**config.mk**
```make
export PLATFORM = sky130hd
export DESIGN_NAME = bus_frame_receiver_core_flat
export DESIGN_NICKNAME = d
export VERILOG_FILES = /design/src/hdl/bfr_pkg.sv /design/src/hdl/bfr_if.sv /design/src/hdl/bfr_ram.sv /design/src/hdl/bus_frame_receiver_core.sv /design/src/flat_wrapper.sv
export SDC_FILE = /design/constraint.sdc
export NUM_CORES = 1
export LEC_CHECK = 0
export BUFFER_PORTS_ARGS = -buffer_cell sky130_fd_sc_hd__buf_2
export CAP_MARGIN = 20
export CORE_ASPECT_RATIO = 0.8
export CORE_MARGIN = 2
export CORE_UTILIZATION = 45
export DETAILED_ROUTE_END_ITERATION = 8
export PLACE_DENSITY = 0.6
export SYNTH_ARGS = -nofsm -noshare
export SYNTH_HDL_FRONTEND = slang
export SYNTH_HIERARCHICAL = 1
export SYNTH_SLANG_ARGS = --single-unit
```
**constraint.sdc**
```tcl
create_clock -name clk -period 11.3 [get_ports clk]
set_input_delay 1.695 -clock clk [delete_from_list [all_inputs] [get_ports clk]]
set_output_delay 1.695 -clock clk [all_outputs]
set_load 0.01 [all_outputs]
```
**src/hdl/bfr_pkg.sv**
```systemverilog
`default_nettype none

package bfr_pkg;

  // Default receive buffer depth in bytes
  localparam int BUFFER_DEPTH_DEF = 64;

  // Longest length byte value ever accepted
  localparam logic [7:0] LEN_LIMIT = 8'h24;

  // Index over one frame: offsets 0 .. LEN_LIMIT + 1
  localparam int IDX_W = 6;

  // Register reset values
  localparam logic [5:0] LENGTH_MIN_RST     = 6'h03;
  localparam logic [5:0] LENGTH_MAX_RST     = 6'h24;
  localparam logic [7:0] GAP_TIMEOUT_RST    = 8'd8;
  localparam logic [7:0] SEND_GAP_RST       = 8'd5;

  localparam logic [7:0]  IDLE_MS_MAX = 8'hFF;
  localparam logic [15:0] COUNT_MAX   = 16'hFFFF;

  // Configuration register indexes
  typedef enum logic [1:0] {
    REG_LENGTH_MIN  = 2'd0,
    REG_LENGTH_MAX  = 2'd1,
    REG_GAP_TIMEOUT = 2'd2,
    REG_SEND_GAP    = 2'd3
  } cfg_idx_t;

  // Input operation codes
  localparam logic OP_BYTE = 1'b0;
  localparam logic OP_TICK = 1'b1;

  // Result kinds
  localparam logic KIND_FRAME  = 1'b0;
  localparam logic KIND_STATUS = 1'b1;

endpackage

`default_nettype wire

```
**src/hdl/bfr_if.sv**
```systemverilog
`default_nettype none

// Input channel: received byte or millisecond tick
interface bfr_in_if;
  logic       valid;
  logic       ready;
  logic       op;
  logic [7:0] rx_byte;

  modport source (output valid, output op, output rx_byte, input ready);
  modport sink   (input valid, input op, input rx_byte, output ready);
endinterface

// Output channel: frame bytes and status reports
interface bfr_out_if;
  logic        valid;
  logic        ready;
  logic        kind;
  logic [7:0]  frame_byte;
  logic        last_byte;
  logic [15:0] frames_good;
  logic [15:0] checksum_errors;
  logic        clear_to_send;

  modport source (output valid, output kind, output frame_byte, output last_byte,
                  output frames_good, output checksum_errors, output clear_to_send,
                  input ready);
  modport sink   (input valid, input kind, input frame_byte, input last_byte,
                  input frames_good, input checksum_errors, input clear_to_send,
                  output ready);
endinterface

`default_nettype wire

```
**src/hdl/bfr_ram.sv**
```systemverilog
`default_nettype none

// Simple dual-port RAM, one write and one registered read port
module bfr_ram #(
  parameter int WIDTH = 8,
  parameter int DEPTH = 64
) (
  input  wire logic                     clk,
  input  wire logic                     wr_en,
  input  wire logic [$clog2(DEPTH)-1:0] wr_addr,
  input  wire logic [WIDTH-1:0]         wr_data,
  input  wire logic                     rd_en,
  input  wire logic [$clog2(DEPTH)-1:0] rd_addr,
  output      logic [WIDTH-1:0]         rd_data
);

  logic [WIDTH-1:0] mem [DEPTH];

  always_ff @(posedge clk) begin
    if (wr_en) begin
      mem[wr_addr] <= wr_data;
    end
    if (rd_en) begin
      rd_data <= mem[rd_addr];
    end
  end

endmodule

`default_nettype wire

```
**src/hdl/bus_frame_receiver_core.sv**
```systemverilog
// Tick: S_STAT loads the status result once the output slot is free, then input is taken again.
// Byte: a scan passes S_SCAN and S_LEN per dropped byte and adds S_SUM per checksum walk,
// one RAM read per cycle, one item at a time; frame bytes leave via S_EMIT_RD, then S_EMIT_WR.
// A byte that ends no frame frees the input after S_SCAN or S_LEN, plus any drops and walks above.
// Reset (synchronous, active high) empties the buffer and clears the counters and the
// idle time; the buffer RAM is not cleared, only entries already written are read.
`default_nettype none

module bus_frame_receiver_core #(
  parameter int BUFFER_DEPTH = bfr_pkg::BUFFER_DEPTH_DEF
) (
  input  wire logic              clk,
  input  wire logic              rst,
  bfr_in_if.sink                 in_ch,
  bfr_out_if.source              out_ch,
  input  wire logic              cfg_write,
  input  wire bfr_pkg::cfg_idx_t cfg_index,
  input  wire logic [7:0]        cfg_data
);
  import bfr_pkg::*;

  localparam int PTR_W = $clog2(BUFFER_DEPTH);
  localparam int CNT_W = $clog2(BUFFER_DEPTH + 1);
  localparam logic [PTR_W:0] DEPTH_W = (PTR_W + 1)'(BUFFER_DEPTH);
  localparam logic [CNT_W-1:0] FILL_FULL = CNT_W'(BUFFER_DEPTH);

  typedef enum logic [6:0] {
    S_IDLE    = 7'b0000001,
    S_STAT    = 7'b0000010,
    S_SCAN    = 7'b0000100,
    S_LEN     = 7'b0001000,
    S_SUM     = 7'b0010000,
    S_EMIT_RD = 7'b0100000,
    S_EMIT_WR = 7'b1000000
  } state_t;

  // Circular pointer advance, offset never above the depth
  function automatic logic [PTR_W-1:0] ptr_add(input logic [PTR_W-1:0] p,
                                               input logic [PTR_W:0]   off);
    logic [PTR_W:0] sum;
    sum = {1'b0, p} + off;
    if (sum >= DEPTH_W) begin
      sum = sum - DEPTH_W;
    end
    return sum[PTR_W-1:0];
  endfunction

  // Configuration registers
  logic [5:0] length_min;
  logic [5:0] length_max;
  logic [7:0] gap_timeout_ms;
  logic [7:0] send_gap_ms;

  // Control state
  state_t           state, state_next;
  logic [PTR_W-1:0] head, head_next;
  logic [CNT_W-1:0] fill, fill_next;
  logic [7:0]       idle_ms, idle_ms_next;
  logic [15:0]      good_count, good_count_next;
  logic [15:0]      error_count, error_count_next;
  logic [IDX_W-1:0] len_q, len_q_next;
  logic [IDX_W-1:0] idx, idx_next;
  logic             rd_valid, rd_valid_next;
  logic [IDX_W-1:0] rd_idx, rd_idx_next;
  logic [7:0]       xsum, xsum_next;

  // Output register
  logic        out_valid;
  logic        out_load;
  logic        out_kind, out_kind_next;
  logic [7:0]  out_byte, out_byte_next;
  logic        out_last, out_last_next;
  logic [15:0] out_good, out_good_next;
  logic [15:0] out_errs, out_errs_next;
  logic        out_cts, out_cts_next;

  // RAM port signals
  logic             ram_we;
  logic [PTR_W-1:0] ram_waddr;
  logic             ram_re;
  logic [PTR_W-1:0] ram_raddr;
  logic [7:0]       ram_rdata;

  logic             slot_free;
  logic             in_take;
  logic [7:0]       idle_inc;
  logic [IDX_W-1:0] chk_idx;
  logic [IDX_W-1:0] need;
  logic             len_bad;

  bfr_ram #(
    .WIDTH (8),
    .DEPTH (BUFFER_DEPTH)
  ) u_buf (
    .clk     (clk),
    .wr_en   (ram_we),
    .wr_addr (ram_waddr),
    .wr_data (in_ch.rx_byte),
    .rd_en   (ram_re),
    .rd_addr (ram_raddr),
    .rd_data (ram_rdata)
  );

  assign slot_free = !out_valid || out_ch.ready;
  assign in_ch.ready = (state == S_IDLE);
  assign in_take = in_ch.valid && in_ch.ready;
  assign idle_inc = (idle_ms == IDLE_MS_MAX) ? idle_ms : idle_ms + 8'd1;
  assign chk_idx = IDX_W'(len_q + IDX_W'(1));
  assign need = IDX_W'(len_q + IDX_W'(2));
  assign len_bad = (ram_rdata < {2'b00, length_min}) || (ram_rdata > {2'b00, length_max})
                   || (ram_rdata > LEN_LIMIT);

  // Sequencer
  always_comb begin
    state_next       = state;
    head_next        = head;
    fill_next        = fill;
    idle_ms_next     = idle_ms;
    good_count_next  = good_count;
    error_count_next = error_count;
    len_q_next       = len_q;
    idx_next         = idx;
    rd_valid_next    = 1'b0;
    rd_idx_next      = rd_idx;
    xsum_next        = xsum;
    ram_we           = 1'b0;
    ram_waddr        = ptr_add(head, (PTR_W + 1)'(fill));
    ram_re           = 1'b0;
    ram_raddr        = ptr_add(head, (PTR_W + 1)'(idx));
    out_load         = 1'b0;
    out_kind_next    = KIND_FRAME;
    out_byte_next    = ram_rdata;
    out_last_next    = (idx == chk_idx);
    out_good_next    = '0;
    out_errs_next    = '0;
    out_cts_next     = 1'b0;

    unique case (state)
      S_IDLE: begin
        if (in_take) begin
          if (in_ch.op == OP_BYTE) begin
            idle_ms_next = '0;
            ram_we = 1'b1;
            if (fill == FILL_FULL) begin
              // full: overwrite the oldest byte
              ram_waddr = head;
              head_next = ptr_add(head, (PTR_W + 1)'(1));
            end else begin
              fill_next = fill + CNT_W'(1);
            end
            state_next = S_SCAN;
          end else begin
            idle_ms_next = idle_inc;
            if (fill != '0 && idle_inc >= gap_timeout_ms) begin
              fill_next = '0;
            end
            state_next = S_STAT;
          end
        end
      end

      S_STAT: begin
        if (slot_free) begin
          out_load      = 1'b1;
          out_kind_next = KIND_STATUS;
          out_byte_next = '0;
          out_last_next = 1'b0;
          out_good_next = good_count;
          out_errs_next = error_count;
          out_cts_next  = (idle_ms >= send_gap_ms);
          state_next    = S_IDLE;
        end
      end

      S_SCAN: begin
        if (fill < CNT_W'(2)) begin
          state_next = S_IDLE;
        end else begin
          ram_re     = 1'b1;
          ram_raddr  = ptr_add(head, (PTR_W + 1)'(1));
          state_next = S_LEN;
        end
      end

      S_LEN: begin
        if (len_bad) begin
          head_next  = ptr_add(head, (PTR_W + 1)'(1));
          fill_next  = fill - CNT_W'(1);
          state_next = S_SCAN;
        end else if (fill < CNT_W'(ram_rdata + 8'd2)) begin
          state_next = S_IDLE;
        end else begin
          len_q_next = ram_rdata[IDX_W-1:0];
          idx_next   = '0;
          xsum_next  = '0;
          state_next = S_SUM;
        end
      end

      S_SUM: begin
        // reads issued one per cycle, data folded in on the cycle after
        if (idx <= chk_idx) begin
          ram_re        = 1'b1;
          idx_next      = idx + IDX_W'(1);
          rd_valid_next = 1'b1;
          rd_idx_next   = idx;
        end
        if (rd_valid) begin
          if (rd_idx == chk_idx) begin
            if (ram_rdata == xsum) begin
              idx_next   = '0;
              state_next = S_EMIT_RD;
            end else begin
              if (error_count != COUNT_MAX) begin
                error_count_next = error_count + 16'd1;
              end
              head_next  = ptr_add(head, (PTR_W + 1)'(1));
              fill_next  = fill - CNT_W'(1);
              state_next = S_SCAN;
            end
          end else begin
            xsum_next = xsum ^ ram_rdata;
          end
        end
      end

      S_EMIT_RD: begin
        ram_re     = 1'b1;
        state_next = S_EMIT_WR;
      end

      S_EMIT_WR: begin
        if (slot_free) begin
          out_load = 1'b1;
          if (idx == chk_idx) begin
            if (good_count != COUNT_MAX) begin
              good_count_next = good_count + 16'd1;
            end
            head_next  = ptr_add(head, (PTR_W + 1)'(need));
            fill_next  = fill - CNT_W'(need);
            state_next = S_IDLE;
          end else begin
            idx_next   = idx + IDX_W'(1);
            state_next = S_EMIT_RD;
          end
        end
      end

      default: begin
        state_next = S_IDLE;
      end
    endcase
  end

  // Control registers
  always_ff @(posedge clk) begin
    if (rst) begin
      state       <= S_IDLE;
      head        <= '0;
      fill        <= '0;
      idle_ms     <= '0;
      good_count  <= '0;
      error_count <= '0;
      rd_valid    <= 1'b0;
      out_valid   <= 1'b0;
    end else begin
      state       <= state_next;
      head        <= head_next;
      fill        <= fill_next;
      idle_ms     <= idle_ms_next;
      good_count  <= good_count_next;
      error_count <= error_count_next;
      rd_valid    <= rd_valid_next;
      if (out_load) begin
        out_valid <= 1'b1;
      end else if (out_ch.ready) begin
        out_valid <= 1'b0;
      end
    end
  end

  // Working and payload registers
  always_ff @(posedge clk) begin
    len_q  <= len_q_next;
    idx    <= idx_next;
    rd_idx <= rd_idx_next;
    xsum   <= xsum_next;
    if (out_load) begin
      out_kind <= out_kind_next;
      out_byte <= out_byte_next;
      out_last <= out_last_next;
      out_good <= out_good_next;
      out_errs <= out_errs_next;
      out_cts  <= out_cts_next;
    end
  end

  // Configuration writes
  always_ff @(posedge clk) begin
    if (rst) begin
      length_min     <= LENGTH_MIN_RST;
      length_max     <= LENGTH_MAX_RST;
      gap_timeout_ms <= GAP_TIMEOUT_RST;
      send_gap_ms    <= SEND_GAP_RST;
    end else if (cfg_write) begin
      unique case (cfg_index)
        REG_LENGTH_MIN:  length_min     <= cfg_data[5:0];
        REG_LENGTH_MAX:  length_max     <= cfg_data[5:0];
        REG_GAP_TIMEOUT: gap_timeout_ms <= cfg_data;
        REG_SEND_GAP:    send_gap_ms    <= cfg_data;
        default: ;
      endcase
    end
  end

  assign out_ch.valid           = out_valid;
  assign out_ch.kind            = out_kind;
  assign out_ch.frame_byte      = out_byte;
  assign out_ch.last_byte       = out_last;
  assign out_ch.frames_good     = out_good;
  assign out_ch.checksum_errors = out_errs;
  assign out_ch.clear_to_send   = out_cts;

  // Buffer never holds more than its depth
  a_fill_bound: assert property (@(posedge clk) disable iff (rst)
    fill <= FILL_FULL)
    else $error("receive buffer fill above depth");

  // Status transactions carry no frame byte
  a_status_clean: assert property (@(posedge clk) disable iff (rst)
    (out_valid && out_kind == KIND_STATUS) |-> (out_byte == '0 && !out_last))
    else $error("status result carries frame data");

  // Counters never go down
  a_count_mono: assert property (@(posedge clk) disable iff (rst)
    $past(!rst) |-> (good_count >= $past(good_count) && error_count >= $past(error_count)))
    else $error("counter went down");

  // A frame byte is loaded only with a frame emission under way
  a_emit_state: assert property (@(posedge clk) disable iff (rst)
    (out_load && out_kind_next == KIND_FRAME) |-> (state == S_EMIT_WR))
    else $error("frame byte loaded outside emission");

  // A received byte always starts a scan
  a_byte_scan: assert property (@(posedge clk) disable iff (rst)
    (in_take && in_ch.op == OP_BYTE) |=> (state == S_SCAN))
    else $error("byte accepted without scan");

endmodule

`default_nettype wire

```
**src/flat_wrapper.sv**
```systemverilog
// flat-port wrapper written by rule: the top's interface ports become plain ports
module bus_frame_receiver_core_flat import bfr_pkg::*;
#(
  parameter int BUFFER_DEPTH = bfr_pkg::BUFFER_DEPTH_DEF
)
  (clk, rst, cfg_write, cfg_index, cfg_data, in_ch_valid, in_ch_op, in_ch_rx_byte, in_ch_ready, out_ch_valid, out_ch_kind, out_ch_frame_byte, out_ch_last_byte, out_ch_frames_good, out_ch_checksum_errors, out_ch_clear_to_send, out_ch_ready);
  bfr_in_if in_ch_i ();
  bfr_out_if out_ch_i ();
  input  wire logic clk;
  input  wire logic rst;
  input  wire logic cfg_write;
  input  wire bfr_pkg::cfg_idx_t cfg_index;
  input  wire logic [7:0] cfg_data;
  input wire logic [$bits(in_ch_i.valid)-1:0] in_ch_valid;
  input wire logic [$bits(in_ch_i.op)-1:0] in_ch_op;
  input wire logic [$bits(in_ch_i.rx_byte)-1:0] in_ch_rx_byte;
  output wire logic [$bits(in_ch_i.ready)-1:0] in_ch_ready;
  output wire logic [$bits(out_ch_i.valid)-1:0] out_ch_valid;
  output wire logic [$bits(out_ch_i.kind)-1:0] out_ch_kind;
  output wire logic [$bits(out_ch_i.frame_byte)-1:0] out_ch_frame_byte;
  output wire logic [$bits(out_ch_i.last_byte)-1:0] out_ch_last_byte;
  output wire logic [$bits(out_ch_i.frames_good)-1:0] out_ch_frames_good;
  output wire logic [$bits(out_ch_i.checksum_errors)-1:0] out_ch_checksum_errors;
  output wire logic [$bits(out_ch_i.clear_to_send)-1:0] out_ch_clear_to_send;
  input wire logic [$bits(out_ch_i.ready)-1:0] out_ch_ready;
  assign in_ch_i.valid = in_ch_valid;
  assign in_ch_i.op = in_ch_op;
  assign in_ch_i.rx_byte = in_ch_rx_byte;
  assign in_ch_ready = in_ch_i.ready;
  assign out_ch_valid = out_ch_i.valid;
  assign out_ch_kind = out_ch_i.kind;
  assign out_ch_frame_byte = out_ch_i.frame_byte;
  assign out_ch_last_byte = out_ch_i.last_byte;
  assign out_ch_frames_good = out_ch_i.frames_good;
  assign out_ch_checksum_errors = out_ch_i.checksum_errors;
  assign out_ch_clear_to_send = out_ch_i.clear_to_send;
  assign out_ch_i.ready = out_ch_ready;
  bus_frame_receiver_core #(.BUFFER_DEPTH(BUFFER_DEPTH)) u_core (.clk(clk), .rst(rst), .in_ch(in_ch_i), .out_ch(out_ch_i), .cfg_write(cfg_write), .cfg_index(cfg_index), .cfg_data(cfg_data));
endmodule
```
==> impl_metrics.py <==
metrics = {
    "power_and_ir_drop": {
        "power_w": 0.00582,
        "p_leak_nw": 11.1,
        "cellPowerDensity_nw_per_um2": 176,
        "irDropWorstVdd_uv": 110,
    },
    "synthesis": {
        "ys.flop_type": "edfxtp_1",
        "syn_area_per_cell_um2": 15.1,
        "synth-simple-area-share_pct": 9.61,
        "yosysMostFrequentCell": "edfxtp_1",
        "yosys_register_bits": 679,
        "synth_area_um2": 29500,
        "synth_top_family_by_area": "multiplexers",
        "synth_mux_area_share_pct": 10.6,
        "synth_fp_nets": 2048,
        "async_reset_ff_share_pct": 0,
        "synth_largest_area_cell": "edfxtp_1",
        "synth_adder_area_share_pct": 3.24,
        "postSynthCellCount": 1950,
        "synth_area_leaders": "edfxtp_1, mux4_2, dfxtp_1",
        "synth-compound-area-share_pct": 5.59,
        "ys_seq_area_share_pct": 66.1,
        "yosys.area_share.xor_xnor_pct": 2.63,
        "synth_warnings": 6,
        "synth_top_area_share_pct": 60.0,
        "synth_edf_count": 589,
        "ys_top_cells_by_count": "edfxtp_1, nor2_1, mux4_2, nand2_1, dfxtp_1",
        "yosysUniqueCellTypes": 80,
    },
    "timing": {
        "fmax_ghz": 0.200,
        "report.final.slew_viol_count": 0,
        "skew_ns": 0.0202,
        "fin_setup_tns_ns": 0,
        "hold_violations": 0,
        "slew_headroom_pct": 30.2,
        "setup_viol": 0,
        "setup_slack_ns": 6.30,
        "rsz0062_at_grt": "no",
        "final.min_clock_period_ns": 5.00,
        "worst_slew_pin_slew_ns": 1.04,
        "fin_crit_sh_pct": 44.3,
    },
    "route": {
        "drtIter0Drc": 1751,
        "via_per_inst": 5.95,
        "vias": 17400,
        "wl_mm": 71.1,
        "wl_per_cell_um": 24.3,
        "drc": 0,
        "first_pass_iters": 5,
        "drtAntennaViolNets": 0,
    },
    "cts": {
        "clock_path_buffers": 3,
        "hold_buffers": 0,
        "cts_root_buf": "clkbuf_16",
        "path_clk_slew_ns": 0.06,
        "numCtsBuffers": 71,
        "cts_resized": 0,
        "post_cts_buffers": 0,
        "clock_latency_ns": 0.62,
        "cts_tree": "done",
        "clock-sinks": 679,
        "cts.htree.levels": 3,
    },
    "critical_path": {
        "cp.arrival_ns": 5.31,
        "critPathCaptureType": "flip-flop",
        "cp_max_fo": 90,
        "worstSetupPathType": "reg2reg",
        "cp-start-kind": "flip-flop",
        "cp.required_ns": 11.61,
    },
    "cells_and_area": {
        "final_nets": 2117,
        "seq_area_um2": 19500,
        "syn2layout_area_growth_pct": 11.9,
        "multi_input_area_um2": 9390,
        "fill_cells": 5290,
        "layout-drive-gt1-share_pct": 16.9,
    },
    "floorplan": {
        "core_area_um2": 64500,
        "die_y_um": 233,
        "initial_core_util_pct": 45.7,
        "die_w_um": 290,
        "dieArea_um2": 67600,
        "fp-row-count": 83,
        "io-pin-count": 69,
    },
    "min_path": {
        "hp-class": "reg2reg",
    },
    "global_route": {
        "grt_pass1_vias": 17100,
        "grt_max_degree": 91,
        "grt_overflow": 0,
        "grt_usage_pct": 21.3,
        "grt_first_pass_wirelength_mm": 108,
        "antenna_found_initial": 1,
    },
    "run_status": {
        "status": "finished clean",
    },
    "placement": {
        "numPortBuffers": 68,
        "finalWeightedCongestion": 0.859,
        "dp_hpwl_mm": 44.8,
        "pre_cts_ws_ns": 6.02,
    },
    "job": {
        "drv_cap": 0,
    },
}
==> cell usage in the layout, fill, tap and decap left out, drive strengths merged, types with 35 or more instances in the layout <==
cell,count
and3,53
dfxtp,90
edfxtp,589
nand3,59
nor2,201
xor2,41
clkbuf,89
o21ai,49
a21oi,65
xnor2,37
nand2,96
ha,70
buf,87
mux4,124
inv,53
clkinv,35
==> power by group <==
part / total (W) / leakage, nW / internal, W / switching [W]
combinational: 0.000729 / 3.93 / 0.000297 / 0.000432
sequential: 0.00277 / 6.01 / 0.00275 / 0.0000243
clock: 0.00232 / 1.12 / 0.00132 / 0.00100
total: 0.00582 / 11.1 / 0.00436 / 0.00146
==> through the flow <==
stage	cells	cell area [µm²]	utilization, %	hold WS, ns
finish	2929	33000	51.2	0.457
CTS	2927	33000	51.2	0.457
global route	2928	33000	51.2	0.476
floorplan	1950	29500	-	0.436
global placement	2794	30600	47.5	0.448
detailed placement	2795	30700	47.5	0.449
==> logic make-up after synthesis <==
| kind of cell | after synthesis |
|---|---|
| xor gates and xnor gates | 82 |
| buffers and inverters | 145 |
| DFF | 679 |
| AOI/OAI and AO/OA | 251 |
| and+or+nand+nor | 563 |
| muxes | 156 |
| adders and majority gates | 74 |
==> worst max-delay path, cell delays in order (launching register included) <==
cell and delay (ns):
dfxtp_1 0.38, nor2_1 0.30, nand2_1 0.13, nor2_1 0.11, nand4b_1 0.53, o21ai_4 0.37, buf_12 0.56, buf_4 0.76
mux4_2 0.36, o22ai_1 0.08, o31a_1 0.35, o41ai_1 0.60
==> state kept, by name, indices dropped and copies added, names as in the netlist, 7 cells and up <==
name	flops
u_core/error_count	16
u_core/fill	7
u_core/gap_timeout_ms	8
u_core/good_count	16
u_core/idle_ms	8
u_core/out_ch.checksum_errors	16
u_core/out_ch.frame_byte	8
u_core/out_ch.frames_good	16
u_core/send_gap_ms	8
u_core/state	7
u_core/u_buf/mem	512
u_core/u_buf/rd_data	8
u_core/xsum	8
==> final timing paths <==
check | startpoint | endpoint | slack (ns) | depth (start not counted)
worst max-delay path | u_core/state[6]$_SDFFE_PP0P_ | u_core/u_buf/rd_data[7]$_DFFE_PP_ | 6.30 | 11
worst min-delay path | u_core/gap_timeout_ms[4]$_SDFFE_PP0P_ | u_core/gap_timeout_ms[4]$_SDFFE_PP0P_ | 0.46 | 2
worst max register to register | u_core/state[6]$_SDFFE_PP0P_ | u_core/u_buf/rd_data[7]$_DFFE_PP_ | 6.30 | 11
worst min register to register | u_core/gap_timeout_ms[4]$_SDFFE_PP0P_ | u_core/gap_timeout_ms[4]$_SDFFE_PP0P_ | 0.46 | 2
==> per-layer routing <==
layer | wire length, µm | global-route usage (%) | up-vias
met5 | 0 | 0 | -
met4 | 1450 | 5.40 | 0
met3 | 6150 | 4.64 | 106
met2 | 31600 | 32.0 | 750
met1 | 31900 | 31.6 | 8877
li1 | - | - | 7693
==> area by class of cell <==
| type | count | share of cell area, % |
|---|---|---|
| flip-flops and latches | 679 | 59.0 |
| multi-input cells | 1126 | 28.5 |
| clock buffers | 89 | 5.68 |
| well taps | 850 | 3.22 |
| repair buffers | 87 | 1.59 |
| clock inverters | 43 | 1.39 |
| inverters | 54 | 0.614 |
| diodes | 1 | 0.00758 |
Note: power is estimated with default switching activity, not from simulation.
